--- src/hdl/mp4_box_span_finder_top_macros.svh ---
// Assertion helpers shared by the box span finder RTL.
// Each macro wraps a clocked property with a synchronous reset disable.
`ifndef MP4_BOX_SPAN_FINDER_TOP_MACROS_SVH
`define MP4_BOX_SPAN_FINDER_TOP_MACROS_SVH

`ifndef ASSERT_OFF
// Same-cycle implication
`define MBSF_ASSERT(lbl, clk, rst, ante, cons, msg) \
   lbl: assert property (@(posedge clk) disable iff (rst) (ante) |-> (cons)) \
      else $error(msg);
// Next-cycle implication
`define MBSF_ASSERT_NXT(lbl, clk, rst, ante, cons, msg) \
   lbl: assert property (@(posedge clk) disable iff (rst) (ante) |=> (cons)) \
      else $error(msg);
`else
`define MBSF_ASSERT(lbl, clk, rst, ante, cons, msg)
`define MBSF_ASSERT_NXT(lbl, clk, rst, ante, cons, msg)
`endif

`endif

--- src/hdl/mbsf_pkg.sv ---
package mbsf_pkg;

   // File offsets wrap at this width
   localparam int OFFSET_BITS = 32;
   typedef logic [OFFSET_BITS-1:0] ofs_type;

   // Box header geometry
   localparam int HDR_BYTES = 8;
   localparam int FILL_BITS = $clog2(HDR_BYTES);
   localparam int HDR_LAST  = HDR_BYTES - 1;
   typedef logic [FILL_BITS-1:0] fill_type;

   // Box type codes, big-endian four characters
   localparam logic [31:0] FOURCC_FTYP = 32'h6674_7970;
   localparam logic [31:0] FOURCC_MOOV = 32'h6d6f_6f76;
   localparam logic [31:0] FOURCC_FREE = 32'h6672_6565;
   localparam logic [31:0] FOURCC_WIDE = 32'h7769_6465;
   localparam logic [31:0] FOURCC_META = 32'h6d65_7461;
   localparam logic [31:0] FOURCC_MDAT = 32'h6d64_6174;

   typedef enum logic [1:0] {
      ST_OK       = 2'd0,
      ST_NOT_MP4  = 2'd1,
      ST_BAD_SIZE = 2'd2
   } status_type;

   // Walk state snapshot taken at the final byte of a file
   typedef struct packed {
      ofs_type     total;
      logic [31:0] leading_sum;
      logic        leading_ok;
      ofs_type     mdat_end;
      logic        walk_failed;
      logic        not_mp4;
   } span_type;

   function automatic logic is_magic_type(logic [31:0] t);
      return (t == FOURCC_FTYP) || (t == FOURCC_MOOV);
   endfunction

   function automatic logic is_leading_type(logic [31:0] t);
      return (t == FOURCC_FTYP) || (t == FOURCC_MOOV) || (t == FOURCC_FREE) ||
             (t == FOURCC_WIDE) || (t == FOURCC_META);
   endfunction

   // Zero-extend or truncate an offset to 32 bits
   function automatic logic [31:0] to_u32(ofs_type v);
      logic [63:0] w;
      w = 64'(v);
      return w[31:0];
   endfunction

endpackage

--- src/hdl/mbsf_ifs.sv ---
// Byte stream into the box walker
interface mbsf_req_if;
   logic       valid;
   logic       ready;
   logic [7:0] data_byte;
   logic       last_byte;

   modport source (output valid, output data_byte, output last_byte, input ready);
   modport sink   (input valid, input data_byte, input last_byte, output ready);
endinterface

// Span results out of the box walker
interface mbsf_rsp_if;
   logic        valid;
   logic        ready;
   logic [31:0] header_length;
   logic [31:0] trailer_length;
   logic [31:0] payload_length;
   logic [1:0]  status;

   modport source (output valid, output header_length, output trailer_length,
                   output payload_length, output status, input ready);
   modport sink   (input valid, input header_length, input trailer_length,
                   input payload_length, input status, output ready);
endinterface

--- src/hdl/mbsf_walker.sv ---
module mbsf_walker (
   input  logic               clock,
   input  logic               reset,
   input  logic               step,
   input  logic [7:0]         data_byte,
   input  logic               last_byte,
   output mbsf_pkg::span_type span
);

   mbsf_pkg::ofs_type  offset_ff, offset_in;
   logic [63:0]        hdr_ff, hdr_in;
   mbsf_pkg::fill_type fill_ff, fill_in;
   logic [31:0]        skip_ff, skip_in;
   logic               in_run_ff, in_run_in;
   logic [31:0]        lead_sum_ff, lead_sum_in;
   logic               lead_fail_ff, lead_fail_in;
   mbsf_pkg::ofs_type  mdat_end_ff, mdat_end_in;
   logic               walk_fail_ff, walk_fail_in;
   logic               magic_bad_ff, magic_bad_in;
   logic               first_done_ff, first_done_in;

   logic               active;
   logic               take;
   logic               proceed;
   logic [63:0]        shifted;
   logic [31:0]        box_size;
   logic [31:0]        box_type;
   logic               size_bad;

   // Work out the walk state after this byte
   always_comb begin
      offset_in     = offset_ff + mbsf_pkg::ofs_type'(1);
      hdr_in        = hdr_ff;
      fill_in       = fill_ff;
      skip_in       = skip_ff;
      in_run_in     = in_run_ff;
      lead_sum_in   = lead_sum_ff;
      lead_fail_in  = lead_fail_ff;
      mdat_end_in   = mdat_end_ff;
      walk_fail_in  = walk_fail_ff;
      magic_bad_in  = magic_bad_ff;
      first_done_in = first_done_ff;

      active   = !walk_fail_ff && !magic_bad_ff;
      shifted  = {hdr_ff[55:0], data_byte};
      box_size = shifted[63:32];
      box_type = shifted[31:0];
      size_bad = box_size <= 32'(mbsf_pkg::HDR_BYTES);
      take     = active && (skip_ff == '0) &&
                 (fill_ff == mbsf_pkg::fill_type'(mbsf_pkg::HDR_LAST));
      proceed  = take && (first_done_ff || mbsf_pkg::is_magic_type(box_type));

      // Skip a box body, or shift in a header byte
      if (active) begin
         if (skip_ff != '0) begin
            skip_in = skip_ff - 32'd1;
         end else begin
            hdr_in  = shifted;
            fill_in = fill_ff + mbsf_pkg::fill_type'(1);
         end
      end

      // First header must carry the file magic
      if (take && !first_done_ff) begin
         first_done_in = 1'b1;
         if (!mbsf_pkg::is_magic_type(box_type)) begin
            magic_bad_in = 1'b1;
         end
      end

      if (proceed) begin
         // Accumulate the leading metadata run
         if (in_run_ff) begin
            if (mbsf_pkg::is_leading_type(box_type)) begin
               if (size_bad) begin
                  lead_fail_in = 1'b1;
               end else begin
                  lead_sum_in = lead_sum_ff + box_size;
               end
            end else begin
               in_run_in = 1'b0;
            end
         end
         // Box end is header start plus size
         if (box_type == mbsf_pkg::FOURCC_MDAT) begin
            mdat_end_in = offset_ff + mbsf_pkg::ofs_type'(box_size) -
                          mbsf_pkg::ofs_type'(mbsf_pkg::HDR_LAST);
         end
         if (size_bad) begin
            walk_fail_in = 1'b1;
         end else begin
            skip_in = box_size - 32'(mbsf_pkg::HDR_BYTES);
         end
      end
   end

   // Hand the post-byte state to the result stage
   always_comb begin
      span.total       = offset_in;
      span.leading_sum = lead_sum_in;
      span.leading_ok  = !lead_fail_in && !in_run_in;
      span.mdat_end    = mdat_end_in;
      span.walk_failed = walk_fail_in;
      span.not_mp4     = !first_done_in || magic_bad_in;
   end

   // Advance per byte; start afresh after the final byte
   always_ff @(posedge clock) begin
      if (reset || (step && last_byte)) begin
         offset_ff     <= '0;
         hdr_ff        <= '0;
         fill_ff       <= '0;
         skip_ff       <= '0;
         in_run_ff     <= 1'b1;
         lead_sum_ff   <= '0;
         lead_fail_ff  <= 1'b0;
         mdat_end_ff   <= '0;
         walk_fail_ff  <= 1'b0;
         magic_bad_ff  <= 1'b0;
         first_done_ff <= 1'b0;
      end else if (step) begin
         offset_ff     <= offset_in;
         hdr_ff        <= hdr_in;
         fill_ff       <= fill_in;
         skip_ff       <= skip_in;
         in_run_ff     <= in_run_in;
         lead_sum_ff   <= lead_sum_in;
         lead_fail_ff  <= lead_fail_in;
         mdat_end_ff   <= mdat_end_in;
         walk_fail_ff  <= walk_fail_in;
         magic_bad_ff  <= magic_bad_in;
         first_done_ff <= first_done_in;
      end
   end

endmodule

--- src/hdl/mp4_box_span_finder_top.sv ---
// A result passes from the snapshot register to the result register on rsp.
// Throughput: one byte per cycle unless a final byte waits, as set out below.
// A final byte waits only while two earlier results are held, one in the
// snapshot register and one on rsp still waiting for its transfer.
// Reset: synchronous, active high; clears the walk state and all valid flags.
// Each result also returns the walk state to its reset value for the next file.
`include "mp4_box_span_finder_top_macros.svh"

module mp4_box_span_finder_top (
   input  logic        clock,
   input  logic        reset,
   mbsf_req_if.sink    req_ch,
   mbsf_rsp_if.source  rsp_ch
);

   // Input register
   logic       a_valid_ff;
   logic [7:0] a_byte_ff;
   logic       a_last_ff;

   // Snapshot of the walk at the final byte
   logic               s_valid_ff, s_valid_in;
   mbsf_pkg::span_type s_span_ff;
   mbsf_pkg::span_type span;

   // Result register
   logic                 o_valid_ff;
   logic [31:0]          o_hdr_ff, o_hdr_in;
   logic [31:0]          o_trl_ff, o_trl_in;
   logic [31:0]          o_pay_ff, o_pay_in;
   mbsf_pkg::status_type o_status_ff, o_status_in;

   logic a_step;
   logic s_move;

   assign s_move       = s_valid_ff && (!o_valid_ff || rsp_ch.ready);
   assign a_step       = a_valid_ff && (!a_last_ff || !s_valid_ff || s_move);
   assign req_ch.ready = !a_valid_ff || a_step;
   assign s_valid_in   = (s_valid_ff && !s_move) || (a_step && a_last_ff);

   mbsf_walker u_walker (
      .clock     (clock),
      .reset     (reset),
      .step      (a_step),
      .data_byte (a_byte_ff),
      .last_byte (a_last_ff),
      .span      (span)
   );

   // Hold the input byte until the walker takes it
   always_ff @(posedge clock) begin
      if (reset) begin
         a_valid_ff <= 1'b0;
      end else if (req_ch.ready) begin
         a_valid_ff <= req_ch.valid;
      end
      if (req_ch.ready && req_ch.valid) begin
         a_byte_ff <= req_ch.data_byte;
         a_last_ff <= req_ch.last_byte;
      end
   end

   // Capture the snapshot on the final byte
   always_ff @(posedge clock) begin
      if (reset) begin
         s_valid_ff <= 1'b0;
      end else begin
         s_valid_ff <= s_valid_in;
      end
      if (a_step && a_last_ff) begin
         s_span_ff <= span;
      end
   end

   // Turn the snapshot into the three lengths and the status
   always_comb begin
      o_hdr_in    = '0;
      o_trl_in    = '0;
      o_status_in = mbsf_pkg::ST_NOT_MP4;
      if (!s_span_ff.not_mp4) begin
         o_status_in = s_span_ff.walk_failed ? mbsf_pkg::ST_BAD_SIZE : mbsf_pkg::ST_OK;
         if (s_span_ff.leading_ok) begin
            o_hdr_in = s_span_ff.leading_sum;
         end
         if (!s_span_ff.walk_failed && (s_span_ff.mdat_end <= s_span_ff.total)) begin
            o_trl_in = mbsf_pkg::to_u32(s_span_ff.total - s_span_ff.mdat_end);
         end
      end
      o_pay_in = mbsf_pkg::to_u32(s_span_ff.total) - o_hdr_in - o_trl_in;
   end

   // Hold the result until the transfer
   always_ff @(posedge clock) begin
      if (reset) begin
         o_valid_ff <= 1'b0;
      end else if (s_move) begin
         o_valid_ff <= 1'b1;
      end else if (rsp_ch.ready) begin
         o_valid_ff <= 1'b0;
      end
      if (s_move) begin
         o_hdr_ff    <= o_hdr_in;
         o_trl_ff    <= o_trl_in;
         o_pay_ff    <= o_pay_in;
         o_status_ff <= o_status_in;
      end
   end

   assign rsp_ch.valid          = o_valid_ff;
   assign rsp_ch.header_length  = o_hdr_ff;
   assign rsp_ch.trailer_length = o_trl_ff;
   assign rsp_ch.payload_length = o_pay_ff;
   assign rsp_ch.status         = o_status_ff;

   `MBSF_ASSERT(a_stall_only_on_last, clock, reset, !req_ch.ready,
      a_valid_ff && a_last_ff && s_valid_ff, "input stalled without a pending final byte")
   `MBSF_ASSERT_NXT(a_snapshot_kept, clock, reset, s_valid_ff && !s_move, s_valid_ff,
      "snapshot dropped before moving to the result register")
   `MBSF_ASSERT(a_not_mp4_zero, clock, reset,
      rsp_ch.valid && (rsp_ch.status == mbsf_pkg::ST_NOT_MP4),
      (rsp_ch.header_length == 32'd0) && (rsp_ch.trailer_length == 32'd0),
      "unrecognised file with non-zero lengths")
   `MBSF_ASSERT(a_bad_size_trl, clock, reset,
      rsp_ch.valid && (rsp_ch.status == mbsf_pkg::ST_BAD_SIZE),
      rsp_ch.trailer_length == 32'd0, "bad box size with non-zero trailer")

endmodule

--- src/flat_wrapper.sv ---
// flat-port wrapper written by rule: the top's interface ports become plain ports
module mp4_box_span_finder_top_flat 
  (clock, reset, req_ch_valid, req_ch_data_byte, req_ch_last_byte, req_ch_ready, rsp_ch_valid, rsp_ch_header_length, rsp_ch_trailer_length, rsp_ch_payload_length, rsp_ch_status, rsp_ch_ready);
  mbsf_req_if req_ch_i ();
  mbsf_rsp_if rsp_ch_i ();
  input  logic clock;
  input  logic reset;
  input wire logic [$bits(req_ch_i.valid)-1:0] req_ch_valid;
  input wire logic [$bits(req_ch_i.data_byte)-1:0] req_ch_data_byte;
  input wire logic [$bits(req_ch_i.last_byte)-1:0] req_ch_last_byte;
  output wire logic [$bits(req_ch_i.ready)-1:0] req_ch_ready;
  output wire logic [$bits(rsp_ch_i.valid)-1:0] rsp_ch_valid;
  output wire logic [$bits(rsp_ch_i.header_length)-1:0] rsp_ch_header_length;
  output wire logic [$bits(rsp_ch_i.trailer_length)-1:0] rsp_ch_trailer_length;
  output wire logic [$bits(rsp_ch_i.payload_length)-1:0] rsp_ch_payload_length;
  output wire logic [$bits(rsp_ch_i.status)-1:0] rsp_ch_status;
  input wire logic [$bits(rsp_ch_i.ready)-1:0] rsp_ch_ready;
  assign req_ch_i.valid = req_ch_valid;
  assign req_ch_i.data_byte = req_ch_data_byte;
  assign req_ch_i.last_byte = req_ch_last_byte;
  assign req_ch_ready = req_ch_i.ready;
  assign rsp_ch_valid = rsp_ch_i.valid;
  assign rsp_ch_header_length = rsp_ch_i.header_length;
  assign rsp_ch_trailer_length = rsp_ch_i.trailer_length;
  assign rsp_ch_payload_length = rsp_ch_i.payload_length;
  assign rsp_ch_status = rsp_ch_i.status;
  assign rsp_ch_i.ready = rsp_ch_ready;
  mp4_box_span_finder_top u_core (.clock(clock), .reset(reset), .req_ch(req_ch_i), .rsp_ch(rsp_ch_i));
endmodule
--- config.mk ---
export PLATFORM = sky130hd
export DESIGN_NAME = mp4_box_span_finder_top_flat
export DESIGN_NICKNAME = d
export VERILOG_FILES = /design/src/hdl/mbsf_pkg.sv /design/src/hdl/mbsf_ifs.sv /design/src/hdl/mbsf_walker.sv /design/src/hdl/mp4_box_span_finder_top.sv /design/src/flat_wrapper.sv
export VERILOG_INCLUDE_DIRS = /design/src /design/src/hdl
export SDC_FILE = /design/constraint.sdc
export NUM_CORES = 1
export LEC_CHECK = 0
export CAP_MARGIN = 5
export CORE_MARGIN = 8
export CORE_UTILIZATION = 50
export CTS_BUF_LIST = sky130_fd_sc_hd__clkbuf_2
export DETAILED_ROUTE_END_ITERATION = 8
export DONT_BUFFER_PORTS = 1
export PLACE_DENSITY_LB_ADDON = 0.3
export SETUP_SLACK_MARGIN = 0.02
export SYNTH_ARGS = -nofsm -noshare
export SYNTH_HDL_FRONTEND = slang
export SYNTH_SLANG_ARGS = --single-unit
--- constraint.sdc ---
create_clock -name clock -period 6.42 [get_ports clock]
set_input_delay 0.963 -clock clock [delete_from_list [all_inputs] [get_ports clock]]
set_output_delay 0.963 -clock clock [all_outputs]
set_load 0.05 [all_outputs]
==> results.md <==
* Synth Area in Compound Gates at 0.159
* # rows at 80
* Adder-cell share of the synthesized area at 0.114
* Syn nets at 2894
* Worst r2r path cells at 25
* Initial antenna violation count at 1
* Post-Layout Inst Area at 25700 um^2
* Commonest register cell after synthesis: edfxtp_1
* Pwr Density at 207 nW/um^2
* Final Power at 5.31 mW
* Worst EP required at 7.27 ns
* Clock Tree Root: clkbuf_2
* Ports at 113
* Critical path arrival at 7.02 ns
* Gp weighted congestion at 0.956
* Core area at 47400 um^2
* Final Skew at 0.114 ns
* Max-cap violations at 0
* Register clock-pin slew on the reported worst setup and hold paths at 0.11 ns
* RSZ-0062 raised after global routing: no
* First-pass GRT wire length at 97400 um
* Met2 usage at 0.368
* Most used routing layer: met2
* Worst vdd ir at 0.168 mV
* Critical path's most frequent cell: buf_4
* Drt drc at 0
* Global-route usage over all layers at 0.221
* Die outline width at 235 um
* Actual slew at the worst max-slew pin at 1.17 ns
* Skew-Pair Late Insertion Delay at 1.14 ns
* Max frequency at 162 MHz
* Final WL at 61200 um
* Slowest CP cell: fa_1
* Crit path launch type: register
* Kind of critical path: register to register
* GRT met1 Usage at 0.279
* Largest net degree at the start of global routing at 76
* Rel. slew slack at 0.214
* Outcome: finished clean
* Largest family of logic cells by synthesized area: simple AND/OR/NAND/NOR gates
* Initial Utilization at 0.503
* Commonest non-fill, non-tap cell in the layout: nand2_1
* Final Hold Vio Count at 0
* Worst Hold Path Cells at 1
* Total die area at 55000 um^2
* Vias per cell at 5.63
* Layout cell share with drive strength beyond 1 at 0.0861
* Worst Hold Class: input pin to register
* PnR worst setup slack at 0.246 ns
* Avg Inst Size Synth at 8.89 um^2
* Vias post-DR at 19.4k
* Commonest non-fill, non-tap cells in the layout: 390 x nand2_1, 246 x inv_1, 215 x a21oi_1
* Setup crit end kind: register
* DP Wirelength at 45400 um
* Die H at 235 um
* # setup viols final at 0
* Leakage at 10.5 nW
* Final net count at 2944
* Placed cell areas at 24500 um^2
* Synth warn at 0
* Period minus WS final at 6.17 ns
* Sequential fraction of the synthesis area at 0.423
* Vias in the first global route at 19.1k
* DR WL/cell at 17.8 um
* Tcrit/Tclk final at 0.962
* CTS Sinks at 401
* Drt first pass iters at 5
* Syn Std Cell Area at 23900 um^2
* Largest fanout on the critical path at 33
* CTS tree: built
* Setup TNS at 0 ns
* H-Tree Depth at 3
* Share of synthesized registers carrying an async set or reset at 0
* Crit-path max cell delay at 0.50 ns
* Mapped Cells at 2684
* Xor and xnor area share after synthesis at 0.0715
* Num CTS Buffers at 106
* CTS max path bufs at 3
* Routing usage on met3 at 0.0390
* Layout area overhead at 7.58%
* Number of port buffers at 0
* Max-slew violations at 0
* Pre-CTS setup slack at 0.0384 ns
* Synth unique cells at 69
* Iteration-0 DRC Markers at 1267
* Grt ovf at 0
* Post-synth EDFFs at 206
* Synth Area in Simple Gates at 0.173
* #FFs+latches synth at 401
* Post-route ant nets at 0
* Post-synthesis mux area share at 0.00393
## cells by family after synthesis
kind of cell             count (synthesis)
flip-flops                             401
AND/OR/NAND/NOR                        902
multiplexers                             9
adder cells (fa/ha/maj)                197
buffers and inverters                  351
XOR/XNOR                               195
AO/OA/AOI/OAI                          629
## metrics by stage
step	hold WS (ns)	cells	util
2_1_floorplan	0.432	2684	-
3_3_place_gp	0.439	3227	0.517
3_5_place_dp	0.445	3227	0.517
4_1_cts	0.134	3436	0.540
5_1_grt	0.188	3438	0.541
6_report	0.284	3438	0.541
## path summary, 6_finish.rpt
check / start / to / slack (ns)
min: req_ch_valid / u_core.a_last_ff / 0.28
max reg2reg: u_core.s_span_ff[74] / u_core.rsp_ch.payload_length[31] / 0.25
min reg2reg: u_core.u_walker.mdat_end_ff[1] / u_core.u_walker.mdat_end_ff[1] / 0.46
max: u_core.s_span_ff[74] / u_core.rsp_ch.payload_length[31] / 0.25
## metal layers
metal | vias up | routed length, um
met5 | - | 0
met4 | 0 | 2060
met3 | 132 | 3660
met2 | 620 | 28700
met1 | 9135 | 26800
li1 | 9486 | -
## critical path: cells and delay by family (launching register included)
family,cells,cell delay (ns)
AOI/OAI and AO/OA,9,1.79
buffers and inverters,3,0.64
xor gates and xnor gates,2,0.33
and+or+nand+nor,8,1.41
adders and majority gates,3,1.29
DFF,1,0.45
## synth_stat cells (20+ instances only)
cell | instances | area share
clkbuf_1 | 91 | 0.014
a21o_1 | 63 | 0.020
dfxtp_1 | 195 | 0.16
xnor2_1 | 138 | 0.051
ha_1 | 163 | 0.085
edfxtp_1 | 206 | 0.26
xor2_1 | 57 | 0.021
nor3_1 | 47 | 0.0099
o21ai_0 | 166 | 0.035
nand4_1 | 32 | 0.0084
inv_1 | 246 | 0.039
fa_1 | 34 | 0.029
a22oi_1 | 20 | 0.0063
nand3_1 | 50 | 0.010
and2_1 | 32 | 0.0084
nor2_1 | 214 | 0.034
or3_1 | 24 | 0.0063
a21oi_1 | 216 | 0.045
nand2_1 | 390 | 0.061
## registers in the layout, summed over array words and instances (netlist names), 2 cells and up
name and flops:
u_core.rsp_ch.status 2, u_core.s_span_ff 99, u_core.rsp_ch.trailer_length 32, u_core.u_walker.lead_sum_ff 32, u_core.u_walker.offset_ff 32, u_core.u_walker.hdr_ff 56, u_core.u_walker.mdat_end_ff 32, u_core.rsp_ch.payload_length 32
u_core.rsp_ch.header_length 32, u_core.u_walker.skip_ff 32, u_core.a_byte_ff 8, u_core.u_walker.fill_ff 3
## timing repair
item                                    in CTS  in global routing
hold buffers                                13                  0
pin swaps                                    0                  1
endpoints found under the setup margin       1                  8
gates resized for setup                      1                  7
hold endpoints to repair                    12                  0
setup buffers                                0                  1
## power by group
group,internal (mW),switching (mW)
registers,2.75,0.105
clock network,0.708,1.10
logic,0.232,0.411
total,3.69,1.62
## area by class of cell
cell class	instances	area, um^2
multi-input combinational	1932	12500
sequential	401	10100
clock buffer	158	791
tap	615	769
inverter	246	923
fill	4361	21800
clock inverter	38	189
timing repair buffer	47	385
antenna	1	2.50
(Power assumes the default switching activity.)
